$ cat src/hw/rtl/kdst_pkg.sv
// kdst_pkg: shared types and constants of the keyed deadline slot table
package kdst_pkg;

	localparam int TABLE_ENTRIES_DEF = 16;

	localparam logic [1:0] KIND_INSERT = 2'd0;
	localparam logic [1:0] KIND_TAKE   = 2'd1;
	localparam logic [1:0] KIND_EXPIRE = 2'd2;

	typedef struct packed {
		logic [1:0]  kind;
		logic [15:0] key;
		logic [7:0]  target_x;
		logic [7:0]  target_y;
		logic [30:0] delay;
		logic [31:0] now_time;
	} req_t;

	typedef struct packed {
		logic       success;
		logic [7:0] found_x;
		logic [7:0] found_y;
	} rsp_t;

	typedef struct packed {
		logic start;
		logic scan;
		logic finish;
	} dp_cmd_t;

	typedef struct packed {
		logic scan_done;
		logic has_result;
		logic out_busy;
	} dp_sts_t;

endpackage

$ cat src/hw/rtl/keyed_deadline_slot_table_core.sv
// keyed_deadline_slot_table_core: top level of the keyed deadline slot table
//
// channel   direction  handshake            payload
// request   in         req_valid/req_stall  req (kdst_pkg::req_t)
// response  out        rsp_valid/rsp_stall  rsp (kdst_pkg::rsp_t)
//
// a request holds the block from start through the scan to finish: one slot per cycle
// through the slot memory read port, plus the registered read and a finish state
// insert and take stop at the first hit, expire always walks the whole table
// reset clears all valid bits at once; slot contents stay undefined until written
// a finished response waits in the output register while rsp_stall is high,
// and the next request is still taken meanwhile
module keyed_deadline_slot_table_core
	import kdst_pkg::*;
#(
	parameter int TABLE_ENTRIES = TABLE_ENTRIES_DEF
) (
	input  logic clk,
	input  logic arst_n,
	input  logic req_valid,
	output logic req_stall,
	input  req_t req,
	output logic rsp_valid,
	input  logic rsp_stall,
	output rsp_t rsp
);

	dp_cmd_t cmd;
	dp_sts_t sts;

	kdst_ctrl u_ctrl (
		.clk       (clk),
		.arst_n    (arst_n),
		.req_valid (req_valid),
		.req_stall (req_stall),
		.cmd       (cmd),
		.sts       (sts)
	);

	kdst_datapath #(
		.TABLE_ENTRIES (TABLE_ENTRIES)
	) u_datapath (
		.clk       (clk),
		.arst_n    (arst_n),
		.req       (req),
		.cmd       (cmd),
		.sts       (sts),
		.rsp_valid (rsp_valid),
		.rsp_stall (rsp_stall),
		.rsp       (rsp)
	);

endmodule

$ cat src/hw/rtl/kdst_datapath.sv
// kdst_datapath: slot memory, valid bits, scan counter, compare logic, result and output registers
module kdst_datapath
	import kdst_pkg::*;
#(
	parameter int TABLE_ENTRIES = TABLE_ENTRIES_DEF
) (
	input  logic    clk,
	input  logic    arst_n,
	input  req_t    req,
	input  dp_cmd_t cmd,
	output dp_sts_t sts,
	output logic    rsp_valid,
	input  logic    rsp_stall,
	output rsp_t    rsp
);

	localparam int IDX_W = (TABLE_ENTRIES > 1) ? $clog2(TABLE_ENTRIES) : 1;
	localparam logic [IDX_W-1:0] LAST_IDX = IDX_W'(TABLE_ENTRIES - 1);

	typedef struct packed {
		logic [15:0] key;
		logic [7:0]  x;
		logic [7:0]  y;
		logic [31:0] deadline;
	} slot_t;

	slot_t mem [TABLE_ENTRIES];

	logic [TABLE_ENTRIES-1:0] valid_q;
	logic [1:0]               kind_q;
	logic [15:0]              key_q;
	logic [7:0]               x_q;
	logic [7:0]               y_q;
	logic [31:0]              deadline_q;
	logic [31:0]              now_q;
	logic [IDX_W-1:0]         cnt_q;
	logic                     issue_done_q;
	slot_t                    rd_s1;
	logic [IDX_W-1:0]         idx_s1;
	logic                     eval_s1;
	rsp_t                     res_q;
	logic                     out_valid_q;
	rsp_t                     out_q;

	logic eval;
	logic slot_v;
	logic key_hit;
	logic ins_hit;
	logic take_hit;
	logic exp_hit;
	logic has_result;

	assign eval     = cmd.scan && eval_s1;
	assign slot_v   = valid_q[idx_s1];
	assign key_hit  = slot_v && (rd_s1.key == key_q);
	assign ins_hit  = eval && (kind_q == KIND_INSERT) && !slot_v;
	assign take_hit = eval && (kind_q == KIND_TAKE) && key_hit;
	assign exp_hit  = eval && (kind_q == KIND_EXPIRE) && key_hit && (rd_s1.deadline < now_q);

	always_comb begin
		case (kind_q)
			KIND_INSERT, KIND_TAKE: has_result = 1'b1;
			default:                has_result = 1'b0;
		endcase
	end

	assign sts.scan_done  = eval && (ins_hit || take_hit || (idx_s1 == LAST_IDX));
	assign sts.has_result = has_result;
	assign sts.out_busy   = out_valid_q && rsp_stall;

	// request capture, deadline formed once at start
	always_ff @(posedge clk) begin
		if (cmd.start) begin
			kind_q     <= req.kind;
			key_q      <= req.key;
			x_q        <= req.target_x;
			y_q        <= req.target_y;
			deadline_q <= req.now_time + {1'b0, req.delay};
			now_q      <= req.now_time;
		end
	end

	// slot memory, registered read
	always_ff @(posedge clk) begin
		if (ins_hit) begin
			mem[idx_s1] <= '{key: key_q, x: x_q, y: y_q, deadline: deadline_q};
		end
		if (cmd.scan && !issue_done_q) begin
			rd_s1 <= mem[cnt_q];
		end
	end

	always_ff @(posedge clk) begin
		if (cmd.scan && !issue_done_q) begin
			idx_s1 <= cnt_q;
		end
	end

	always_ff @(posedge clk or negedge arst_n) begin
		if (!arst_n) begin
			cnt_q        <= '0;
			issue_done_q <= 1'b0;
			eval_s1      <= 1'b0;
		end else if (cmd.start) begin
			cnt_q        <= '0;
			issue_done_q <= 1'b0;
			eval_s1      <= 1'b0;
		end else if (cmd.scan) begin
			eval_s1 <= !issue_done_q;
			if (!issue_done_q) begin
				cnt_q <= cnt_q + 1'b1;
				if (cnt_q == LAST_IDX) begin
					issue_done_q <= 1'b1;
				end
			end
		end
	end

	always_ff @(posedge clk or negedge arst_n) begin
		if (!arst_n) begin
			valid_q <= '0;
		end else begin
			if (ins_hit) begin
				valid_q[idx_s1] <= 1'b1;
			end
			if (take_hit || exp_hit) begin
				valid_q[idx_s1] <= 1'b0;
			end
		end
	end

	always_ff @(posedge clk) begin
		if (cmd.start) begin
			res_q <= '0;
		end else if (ins_hit) begin
			res_q.success <= 1'b1;
		end else if (take_hit) begin
			res_q <= '{success: 1'b1, found_x: rd_s1.x, found_y: rd_s1.y};
		end
	end

	// output register
	always_ff @(posedge clk or negedge arst_n) begin
		if (!arst_n) begin
			out_valid_q <= 1'b0;
		end else if (cmd.finish && has_result) begin
			out_valid_q <= 1'b1;
		end else if (!rsp_stall) begin
			out_valid_q <= 1'b0;
		end
	end

	always_ff @(posedge clk) begin
		if (cmd.finish && has_result) begin
			out_q <= res_q;
		end
	end

	assign rsp_valid = out_valid_q;
	assign rsp       = out_q;

endmodule

$ cat src/hw/rtl/kdst_ctrl.sv
// kdst_ctrl: request sequencing state machine
module kdst_ctrl
	import kdst_pkg::*;
(
	input  logic    clk,
	input  logic    arst_n,
	input  logic    req_valid,
	output logic    req_stall,
	output dp_cmd_t cmd,
	input  dp_sts_t sts
);

	typedef enum logic [2:0] {
		ST_IDLE = 3'b001,
		ST_SCAN = 3'b010,
		ST_DONE = 3'b100
	} state_t;

	state_t state_q;
	state_t state_d;
	logic   can_finish;

	assign can_finish = !sts.has_result || !sts.out_busy;

	always_comb begin
		state_d    = state_q;
		cmd        = '0;
		req_stall  = 1'b1;
		case (state_q)
			ST_IDLE: begin
				req_stall = 1'b0;
				if (req_valid) begin
					cmd.start = 1'b1;
					state_d   = ST_SCAN;
				end
			end
			ST_SCAN: begin
				cmd.scan = 1'b1;
				if (sts.scan_done) begin
					state_d = ST_DONE;
				end
			end
			ST_DONE: begin
				if (can_finish) begin
					cmd.finish = 1'b1;
					state_d    = ST_IDLE;
				end
			end
			default: begin
				state_d = ST_IDLE;
			end
		endcase
	end

	always_ff @(posedge clk or negedge arst_n) begin
		if (!arst_n) begin
			state_q <= ST_IDLE;
		end else begin
			state_q <= state_d;
		end
	end

endmodule

$ cat config.mk
export PLATFORM = sky130hd
export DESIGN_NAME = keyed_deadline_slot_table_core
export DESIGN_NICKNAME = d
export VERILOG_FILES = /design/src/hw/rtl/kdst_pkg.sv /design/src/hw/rtl/keyed_deadline_slot_table_core.sv /design/src/hw/rtl/kdst_datapath.sv /design/src/hw/rtl/kdst_ctrl.sv
export SDC_FILE = /design/constraint.sdc
export NUM_CORES = 1
export LEC_CHECK = 0
export ABC_AREA = 1
export ABC_CLOCK_PERIOD_IN_PS = 7100
export BUFFER_PORTS_ARGS = -buffer_cell sky130_fd_sc_hd__buf_2
export CAP_MARGIN = 5
export CORE_MARGIN = 10
export CORE_UTILIZATION = 62
export DETAILED_ROUTE_END_ITERATION = 8
export GPL_ROUTABILITY_DRIVEN = 0
export PLACE_DENSITY = 0.79
export SYNTH_ARGS = -nofsm -noshare
export SYNTH_HDL_FRONTEND = slang
export SYNTH_HIERARCHICAL = 1
export SYNTH_SLANG_ARGS = --single-unit
export TNS_END_PERCENT = 1
$ cat constraint.sdc
create_clock -name clk -period 7.1 [get_ports clk]
set_input_delay 0 -clock clk [delete_from_list [all_inputs] [get_ports clk]]
set_output_delay 0 -clock clk [all_outputs]
set_load 0.01 [all_outputs]
After elaboration in Yosys (flattened, before gate mapping)
Memory sizes are Yosys's and may differ from the RTL's. A register that Yosys moved wholly into a read port is not among the register bits.
Index checks and enable logic that the tools add are counted.
{"block": "word_totals", "ram_bits": 1024, "in_bits": 101, "output_inout_bits": 19, "latchBits": 0, "wordCells": 103, "mem_bits_ro": 0, "memories": 1, "ff_bits": 162}
{"block": "op_classes", "bitwise_logic": 4, "n_mul": 0, "n_reduce_logical": 29, "div": 0, "eq_ne": 13, "order_cmp": 3, "n_addsub": 2, "shift": 0, "mux": 32}
{"memory": "u_datapath.mem", "words": 16, "width": 64, "read_ports": 1, "rd_ports_with_merged_regs": 1, "wr": 1, "line": "kdst_datapath.sv:27", "source": "slot_t mem [TABLE_ENTRIES];"}
{"cell": "$add 32x31->32", "n": 1}
{"cell": "$lt 32x32->1", "n": 1}
{"cell": "$mux 16", "n": 2}
{"cell": "$mux 1", "n": 20}
{"cell": "$mux 17", "n": 1}
{"cell": "$and 16x16->16", "n": 1}
{"cell": "$eq 16x16->1", "n": 1}
{"cell": "$not 16->16", "n": 1}
{"cell": "$or 16x16->16", "n": 1}
{"cell": "$logic_and 1x1->1", "n": 14}
{"cell": "$mux 4", "n": 3}
{"cell": "$mux 3", "n": 3}
{"cell": "$pmux 3 s3", "n": 1}
{"cell": "$eq 4x4->1 const B", "n": 2}
{"cell": "$ne 2x2->1 const B", "n": 3}
{"cell": "$lt 4x5->1 const B", "n": 1}
{"cell": "$add 4x1->4 const B", "n": 1}
{"cell": "$bmux 1 s4", "n": 1}
{"cell": "$demux 1 s4", "n": 1}
{"cell": "$ge 4x1->1 const B", "n": 1}
{"cell": "$logic_not 1->1", "n": 4}
{"cell": "$logic_or 1x1->1", "n": 4}
{"cell": "$ne 2x1->1 const B", "n": 2}
{"cell": "$reduce_and 2->1", "n": 2}
{"cell": "other kinds (10)", "n": 11}

Longest topological paths before layout
Gate-level depths: netlist (run 1).
{"block": "logic_depth", "word_depth": 10, "mapped_depth": 15, "ltp_nobuf": 15}

Modules after synthesis
Netlist (run 1), hierarchy kept.
{"module": "kdst_datapath", "area_each_um2": 49476.2, "n_inst": 1, "cells_per_inst": 3624}
{"module": "kdst_ctrl", "area_each_um2": 178.9, "n_inst": 1, "cells_per_inst": 22}

Worst setup path before layout (run 1)
Ideal clock, no wire load.
{"block": "synth_path", "path_kind": "register to register", "startpoint": "reg u_ctrl.state_q[0]", "endpoint": "reg u_datapath/res_q[10] (netlist name)", "setup_slack_ns": 0.807, "n_path_buf": 1, "stages_incl_launch_ff": 7, "arrival_time_ns": 6.174, "cell_sequence": "dfstp_2 > nand3_2 > nor2_1 > inv_1 > clkbuf_1 > o21ai_0 > a21oi_1"}
{"element": "start, declared", "line": "kdst_ctrl.sv:19", "source": "state_t state_q;"}
{"element": "start signal, assigned", "line": "kdst_ctrl.sv:59", "source": "state_q <= state_d;"}
{"element": "end signal, assigned", "line": "kdst_datapath.sv:138", "source": "res_q <= '{success: 1'b1, found_x: rd_s1.x, found_y: rd_s1.y};"}
{"element": "end, declared", "line": "kdst_datapath.sv:41", "source": "rsp_t res_q;"}

==> results of run 1 <==
[final timing paths]
path                                       from                     to  slack, ns  cells past startpoint
max                           u_ctrl/state_q[2]  u_datapath/mem[4][41]       3.35                      7
min                                     req[94]   u_datapath/key_q[15]       0.03                      2
max reg2reg                   u_ctrl/state_q[2]  u_datapath/mem[4][41]       3.35                      7
min reg2reg                u_datapath/res_q[12]     u_datapath/rsp[12]       0.43                      0
max in group asynchronous                arst_n    u_datapath/cnt_q[1]       6.50                      4
min in group asynchronous                arst_n      u_ctrl/state_q[0]       0.41                      3
[where the power goes]
group | total (mW) | internal, mW | leakage (nW) | switching [mW]
logic | 4.21 | 1.23 | 5.70 | 2.98
clock network | 6.30 | 3.66 | 1.89 | 2.65
registers | 9.37 | 8.85 | 11.4 | 0.526
total | 19.9 | 13.7 | 19.0 | 6.15
[synth_stat cells (all sizes together)]
cell type and instances:
a211oi 1, a21boi 1, a21o 3, a21oi 89, a221oi 1, a31oi 2, and3 1, buf 49
clkbuf 171, clkinv 1, dfrtp 25, dfstp 1, dfxtp 17, edfxtp 1207, fa 1, ha 63
inv 113, nand2 242, nand3 110, nand4 6, nor2 600, nor3 28, nor4 3, o211ai 47
o21a 7, o21ai 557, o21bai 3, o221ai 209, o22ai 48, xnor2 16, xor2 24
[kinds of logic (layout without fill, tap and decap cells)]
logic type	after synthesis	in the layout	synth area share, %
AO/OA/AOI/OAI	968	968	11.9
XOR/XNOR	40	40	0.706
adder cells (fa/ha/maj)	64	64	1.63
buffers and inverters	334	602	2.73
flip-flops	1250	1250	75.0
AND/OR/NAND/NOR	990	990	8.08
[sequential cells by signal (all words and copies together), names as in the netlist, 2 cells and up]
signal / flops
u_datapath/kind_q: 2
u_datapath/deadline_q: 32
u_datapath/valid_q: 16
u_datapath/cnt_q: 4
u_datapath/now_q: 32
u_datapath/idx_s1: 4
u_datapath/rd_s1: 64
u_datapath/mem: 1024
u_datapath/key_q: 16
u_datapath/x_q: 8
u_datapath/res_q: 17
u_datapath/y_q: 8
u_ctrl/state_q: 3
u_datapath/rsp: 17
[worst max-delay path: stages, from the launching register on]
cell and delay, ns:
dfrtp_1 0.42, nor3_2 0.31, nand2_1 0.17, nor3_1 0.34
nand3_4 0.38, nor3_2 0.81, buf_4 0.50, buf_4 0.45
[timing repair]
action | CTS | global route
hold endpoints to repair | 127 | 0
endpoints found under the setup margin | 0 | 0
hold buffers | 107 | 0
[cell type report]
type | instances | area share, %
clock buffers | 150 | 5.50
well taps | 1050 | 2.34
inverters | 114 | 0.793
multi-input cells | 2062 | 19.9
repair buffers | 273 | 3.75
flip-flops and latches | 1250 | 66.3
clock inverters | 65 | 1.41
[layer usage]
| layer | part of all wire (%) | wire (um) |
|---|---|---|
| met1 | 38 | 46900 |
| met5 | 0 | 0 |
| met3 | 11 | 14100 |
| met4 | 3.3 | 4100 |
| met2 | 48 | 59900 |
[cell usage in the layout (no fill, tap or decap), drive strengths merged, types with 45 or more instances in the layout]
master and count:
o21ai 557, ha 63, buf 167, o211ai 47, nor2 600, dlygate4sd3 106
inv 116, o221ai 209, nand3 110, a21oi 89, clkinv 45, clkbuf 150
nand2 242, edfxtp 1207, o22ai 48
[metrics by stage]
stage / utilization (%) / hold WS, ns / cell area [um^2] / setup slack (ns)
2_1_floorplan: - / -0.296 / 49700 / 0.807
5_1_grt: 71.0 / 0.0113 / 56200 / 3.14
3_3_place_gp: 64.7 / 0.0648 / 51200 / 3.51
6_report: 71.0 / 0.0311 / 56200 / 3.35
3_5_place_dp: 64.7 / 0.0611 / 51200 / 3.39
4_1_cts: 71.0 / 0.000602 / 56200 / 3.37
==> summary.md, run 1 <==
| Metric | Value |
|---|---|
| Status | complete, no violations |
| First-iteration detailed-routing DRC count | about 4.6k |
| Skew final | between 0.02 and 0.025 ns |
| Ratio of cells with drive above 1 in the final layout | 9.84% |
| Met3 Use GR | 4.80% |
| Setup TNS | 0 ns |
| TritonCTS clock tree | built |
| Via count | 32.2k |
| Setup violations, final | 0 |
| Maximum clock path buffer count | 3 |
| First-pass GRT wire length | 188000 um |
| Die area | around 0.092 mm^2 |
| Initial Utilization | 62.8% |
| Final-report hold violation count | 0 |
| Core Region | approximately 0.08 mm^2 |
| Grt total ovfl | 0 |
| Cell variety after synth | 44 |
| Fin nets | 3982 |
| Area taken by multi-input logic gates | ~0.011 mm^2 |
| Synth area leader | edfxtp_1 |
| CTS sink cnt | approximately 1.3k |
| Max H-tree Level | 3 |
| MaxCap Viol Count | 0 |
| Fmax | between 0.2 and 0.3 GHz |
| Post-CTS setup buffers | 0 |
| Wire per inst | 25.2 um |
| Maximum fanout along the worst path | 20 |
| Number of nets with antenna violations after routing | 0 |
| I/O pin cnt | 120 |
| Root Buffer | clkbuf_16 |
| GRT met2 Usage | between 40% and 50% |
| # fillers | between 4k and 5k |
| GRT busiest layer | met2 |
| CTS Buf Count | between 100 and 150 |
| Post-synthesis sequential area ratio | around 75% |
| Post-Syn Nets | roughly 3.8k |
| CTS-repair resized insts | 0 |
| Setup crit end kind | flop |
| Slew Limit Fails | 0 |
| Clk_lat worst skew | 0.70 ns |
| CP Data Arrival Time | 4.08 ns |
| Pwr/cell area | 354 mW/mm^2 |
| Syn Inst Count | around 3.6k |
| LEAKAGE | 19.0 nW |
| Fin crit period | 3.75 ns |
| Worst relative slew slack | 20.9% |
| Final wirelength | around 120000 um |
| Worst endpoint required time | 7.43 ns |
| Synthesized flop and latch total | 1250 |
| Die Wd | 303 um |
| Number of global-route vias before repair | roughly 32k |
| Max VDD drop | about 0.33 mV |
| Worst slew pin tran | roughly 1.2 ns |
| Crit share post-route | 52.8% |
| Number of inserted diodes | 0 |
| GRT Total Usage | 26.9% |
| Dpl cells | 4642 |
| Drt pass-1 iters | 8 |
| Mean Syn Cell Area | 13.6 um^2 |
| RSZ-0062 raised after global routing | no |
| Total Power | between 15 and 20 mW |
| Largest cells by area after synthesis | edfxtp_1 73%, o21ai_0 5.6%, nor2_1 4.5% |
| Initial antenna violation count | 0 |
| Drc violations | 0 |
| Crit path launch type | flop |
| P&R area growth vs syn | 13.1% |
| Yosys warning total | 6 |
| Vias per inst | 6.48 |
| Largest net degree at the start of global routing | 244 |
| Netlist Area Pre-Place | between 0.04 and 0.05 mm^2 |
| Count of buffers from port buffering | approximately 120 |
| Storage element area | about 0.037 mm^2 |
| Hold crit path type | primary input to flop |
| Detailed Place HPWL | ~61000 um |
| Top-area cell type share of the netlist area | 73.0% |
| Grt met1 use | 37.0% |
| Clock transition at path regs | ~0.06 ns |
| # rows | about 100 |
| Die Ht | 303 um |
| Finished Layout Cells | 4964 |
| Setup CP Type | flop to flop |
No activity file was read; power rests on OpenSTA's default activity.
==> run 2, diff against run 1 <==
--- a/config.mk
+++ b/config.mk
@@ -6,7 +6,7 @@
 export NUM_CORES = 1
 export LEC_CHECK = 0
 export ABC_AREA = 1
-export ABC_CLOCK_PERIOD_IN_PS = 7100
+export ABC_CLOCK_PERIOD_IN_PS = 3500
 export BUFFER_PORTS_ARGS = -buffer_cell sky130_fd_sc_hd__buf_2
 export CAP_MARGIN = 5
 export CORE_MARGIN = 10
==> constraint.sdc (replaced) <==
create_clock -name clk -period 3.5 [get_ports clk]
set_input_delay 0 -clock clk [delete_from_list [all_inputs] [get_ports clk]]
set_output_delay 0 -clock clk [all_outputs]
set_load 0.01 [all_outputs]
==> run 2 against run 1 <==
Against the previous run:
- final area up 1.5%
- global-route usage rose by 0.55 points
- register-to-register slack worse by 3.0 ns
- routed wire length grew 1.3%
==> summary.md, run 2 (synthesis gave the netlist of run 1 again) <==
| Metric | Value |
|---|---|
| Status | complete, no violations (unchanged) |
| Comb pwr share | 23.2% (was 21.2%) |
| Crit path launch type | flop (unchanged) |
| Hold WS | 0.0312 ns (was 0.0311 ns) |
| Setup ws final | 0.375 ns (was 3.35 ns) |
| Maximum clock path buffer count | 3 (unchanged) |
| Biggest register | u_datapath/mem (unchanged) |
| Number of inserted diodes | 0 (unchanged) |
| Maximum fanout along the worst path | 29 (was 20) |
| Drc violations | 0 (unchanged) |
| MaxCap Viol Count | 0 (unchanged) |
| LEAKAGE | 19.4 nW (was 19.0 nW) |
| Reg2reg setup slack | 0.37 ns (was 3.35 ns) |
| Sequential group share of total power | 45.0% (was 47.1%) |
| Clock transition at path regs | 0.06 ns (about the same) |
| Worst slew pin tran | 0.955 ns (was 1.19 ns) |
| Setup violations, final | 0 (unchanged) |
| Number of global-route vias before repair | 32.4k (was 32.0k) |
| Largest net degree at the start of global routing | 163 (was 244) |
| GRT Total Usage | 27.4% (was 26.9%) |
| Switching power share of the total | 31.3% (was 30.9%) |
| Skew final | 0.0236 ns (was 0.0220 ns) |
| Critical-path cell list | inv_1 -> nor3_2 -> nand2_1 -> nor3_1 -> nand3_4 -> nor3_4 -> buf_4 (was nor3_2 -> nand2_1 -> nor3_1 -> nand3_4 -> nor3_2 -> buf_4 -> buf_4) |
| Vias per inst | 6.53 (was 6.48) |
| Ratio of cells with drive above 1 in the final layout | 11.0% (was 9.84%) |
| Hold_sp | req[63] (was req[94]) |
| Clock power frac | 31.9% (was 31.7%) |
| Max reg flops | 1024 (unchanged) |
| Core Region | 0.0791 mm^2 (unchanged) |
| Hold crit path type | primary input to flop (unchanged) |
| Crit path largest cell delay | 0.54 ns (was 0.81 ns) |
| Worst endpoint required time | 3.79 ns (was 7.43 ns) |
| WHS Path Cells | 2 (unchanged) |
| Die area | 0.0918 mm^2 (unchanged) |
| # rows | 103 (unchanged) |
| RSZ-0062 raised after global routing | no (unchanged) |
| Switching Power | 13.1 mW (was 6.15 mW) |
| Initial Utilization | 62.8% (unchanged) |
| Reg-to-Reg End | u_datapath/mem[0][20] (was u_datapath/mem[4][41]) |
| Worst relative slew slack | 36.3% (was 20.9%) |
| CTS sink cnt | 1250 (unchanged) |
| Die Wd | 303 um (unchanged) |
| Clk_lat worst skew | 0.68 ns (was 0.70 ns) |
| Fin nets | 4019 (was 3982) |
| Via count | 32.6k (was 32.2k) |
| Pre-CTS WS | 0.528 ns (was 3.39 ns) |
| # fillers | 4776 (was 4939) |
| Most common cell after layout, fill and taps aside | edfxtp_1 (unchanged) |
| FF-to-FF path depth | 7 (unchanged) |
| Drt pass-1 iters | 6 (was 8) |
| Max VDD drop | 0.497 mV (was 0.334 mV) |
| Wire per inst | 25.3 um (was 25.2 um) |
| Final-report hold violation count | 0 (unchanged) |
| I/O pin cnt | 120 (unchanged) |
| Largest registers | u_datapath/mem x1024, u_datapath/rd_s1 x64 (unchanged) |
| Initial antenna violation count | 0 (unchanged) |
| Root Buffer | clkbuf_16 (unchanged) |
| CTS Buf Count | 117 (was 116) |
| Setup CP Type | flop to flop (unchanged) |
| CP Data Arrival Time | 3.42 ns (was 4.08 ns) |
| First-iteration detailed-routing DRC count | 4358 (was 4594) |
| Hold path endpoint | u_datapath/y_q[0] (was u_datapath/key_q[15]) |
| Internal power | 28.8 mW (was 13.7 mW) |
| Grt total ovfl | 0 (unchanged) |
| Detailed Place HPWL | 69400 um (was 61400 um) |
| Pwr/cell area | 736 mW/mm^2 (was 354 mW/mm^2) |
| Die Ht | 303 um (unchanged) |
| P&R area growth vs syn | 14.8% (was 13.1%) |
| Setup crit end kind | flop (unchanged) |
| Crit share post-route | 89.3% (was 52.8%) |
| Total Power | 42.0 mW (was 19.9 mW) |
| Slew Limit Fails | 0 (unchanged) |
| First-pass GRT wire length | 192000 um (was 188000 um) |
| Max H-tree Level | 3 (unchanged) |
| Fin crit period | 3.13 ns (was 3.75 ns) |
| Worst r2r src | u_ctrl/state_q[1] (was u_ctrl/state_q[2]) |
| Crit-path slowest cell | buf_4 (was nor3_2) |
| Bufs and invs on worst path | 2 (unchanged) |
| TritonCTS clock tree | built (unchanged) |
| Final wirelength | 127000 um (was 125000 um) |
| Number of nets with antenna violations after routing | 0 (unchanged) |
| CP delay by family, top | simple AND/OR/NAND/NOR gates (unchanged) |
| Most frequent cells in the layout | 1207 x edfxtp_1, 596 x nor2_1, 556 x o21ai_0, 238 x nand2_1, 209 x o221ai_1 (unchanged) |
| Fmax | 0.320 GHz (was 0.267 GHz) |
| Count of buffers from port buffering | 119 (unchanged) |
==> run 2: changes by cell type in the layout (fill, tap and decap cells not counted), moves of 3 or more <==
cell           previous run  this run
clkinv_8                  3         0
bufinv_16                16        22
dlygate4sd3_1           106       102
nor3_2                    8         1
nor3_4                    8        15
clkbuf_8                  4         7
clkbuf_1                 29        20
clkinv_2                 20        17
buf_4                    41        55
clkinvlp_4                2         6
buf_12                    7        33
clkbuf_16               117       122
==> run 2: repair_timing <==
action,in CTS,in global routing
hold buffers,103,0
setup buffers,0,0
endpoints found under the setup margin,0,0
hold endpoints to repair,136,0
gates resized for setup,0,0
==> run 2: area by class of cell <==
cell class,instances,area (um^2),share of cell area [%]
timing repair buffer,309,2690,4.72
inverter,114,445,0.781
clock buffer,149,3220,5.66
sequential,1250,37300,65.3
tap,1050,1310,2.30
multi-input combinational,2062,11200,19.7
clock inverter,65,871,1.53
==> run 2: per-stage QoR <==
step	utilization (%)	instance area, um^2	cells	setup TNS (ns)
2_1_floorplan	-	49700	3646	-751.10
3_3_place_gp	65.6	51900	4682	0
3_5_place_dp	65.6	51900	4682	0
4_1_cts	72.0	57000	4999	0
5_1_grt	72.0	57000	4999	0
6_report	72.0	57000	4999	0
==> run 2: per-layer routing <==
layer / global-route usage (%) / routed length, um / vias up
met2: 43.6 / 60200 / 2406
met3: 5.74 / 15600 / 349
li1: - / - / 14111
met4: 9.41 / 4130 / 0
met5: 0 / 0 / -
met1: 37.7 / 46600 / 15776
==> run 2: power groups by stage <==
stage | clock network (mW) | registers [mW] | logic (mW)
global route | 14.0 | 18.9 | 10.5
detailed placement | 0 | 19.1 | 9.21
floorplan | 0 | 18.7 | 6.05
finish | 13.4 | 18.9 | 9.72
global placement | 0 | 19.1 | 8.88
CTS | 13.5 | 18.8 | 9.49
==> run 2: worst max path at each step <==
stage,from,end,cells after the start
after floorplan,u_ctrl/state_q[2],u_datapath/mem[10][0],6
after global placement,u_ctrl/state_q[2],u_datapath/mem[7][31],6
after detailed placement,u_ctrl/state_q[2],u_datapath/mem[7][22],6
after CTS,u_ctrl/state_q[2],u_datapath/mem[7][20],6
after global routing,u_ctrl/state_q[1],u_datapath/mem[7][20],7
final,u_ctrl/state_q[1],u_datapath/mem[0][20],7
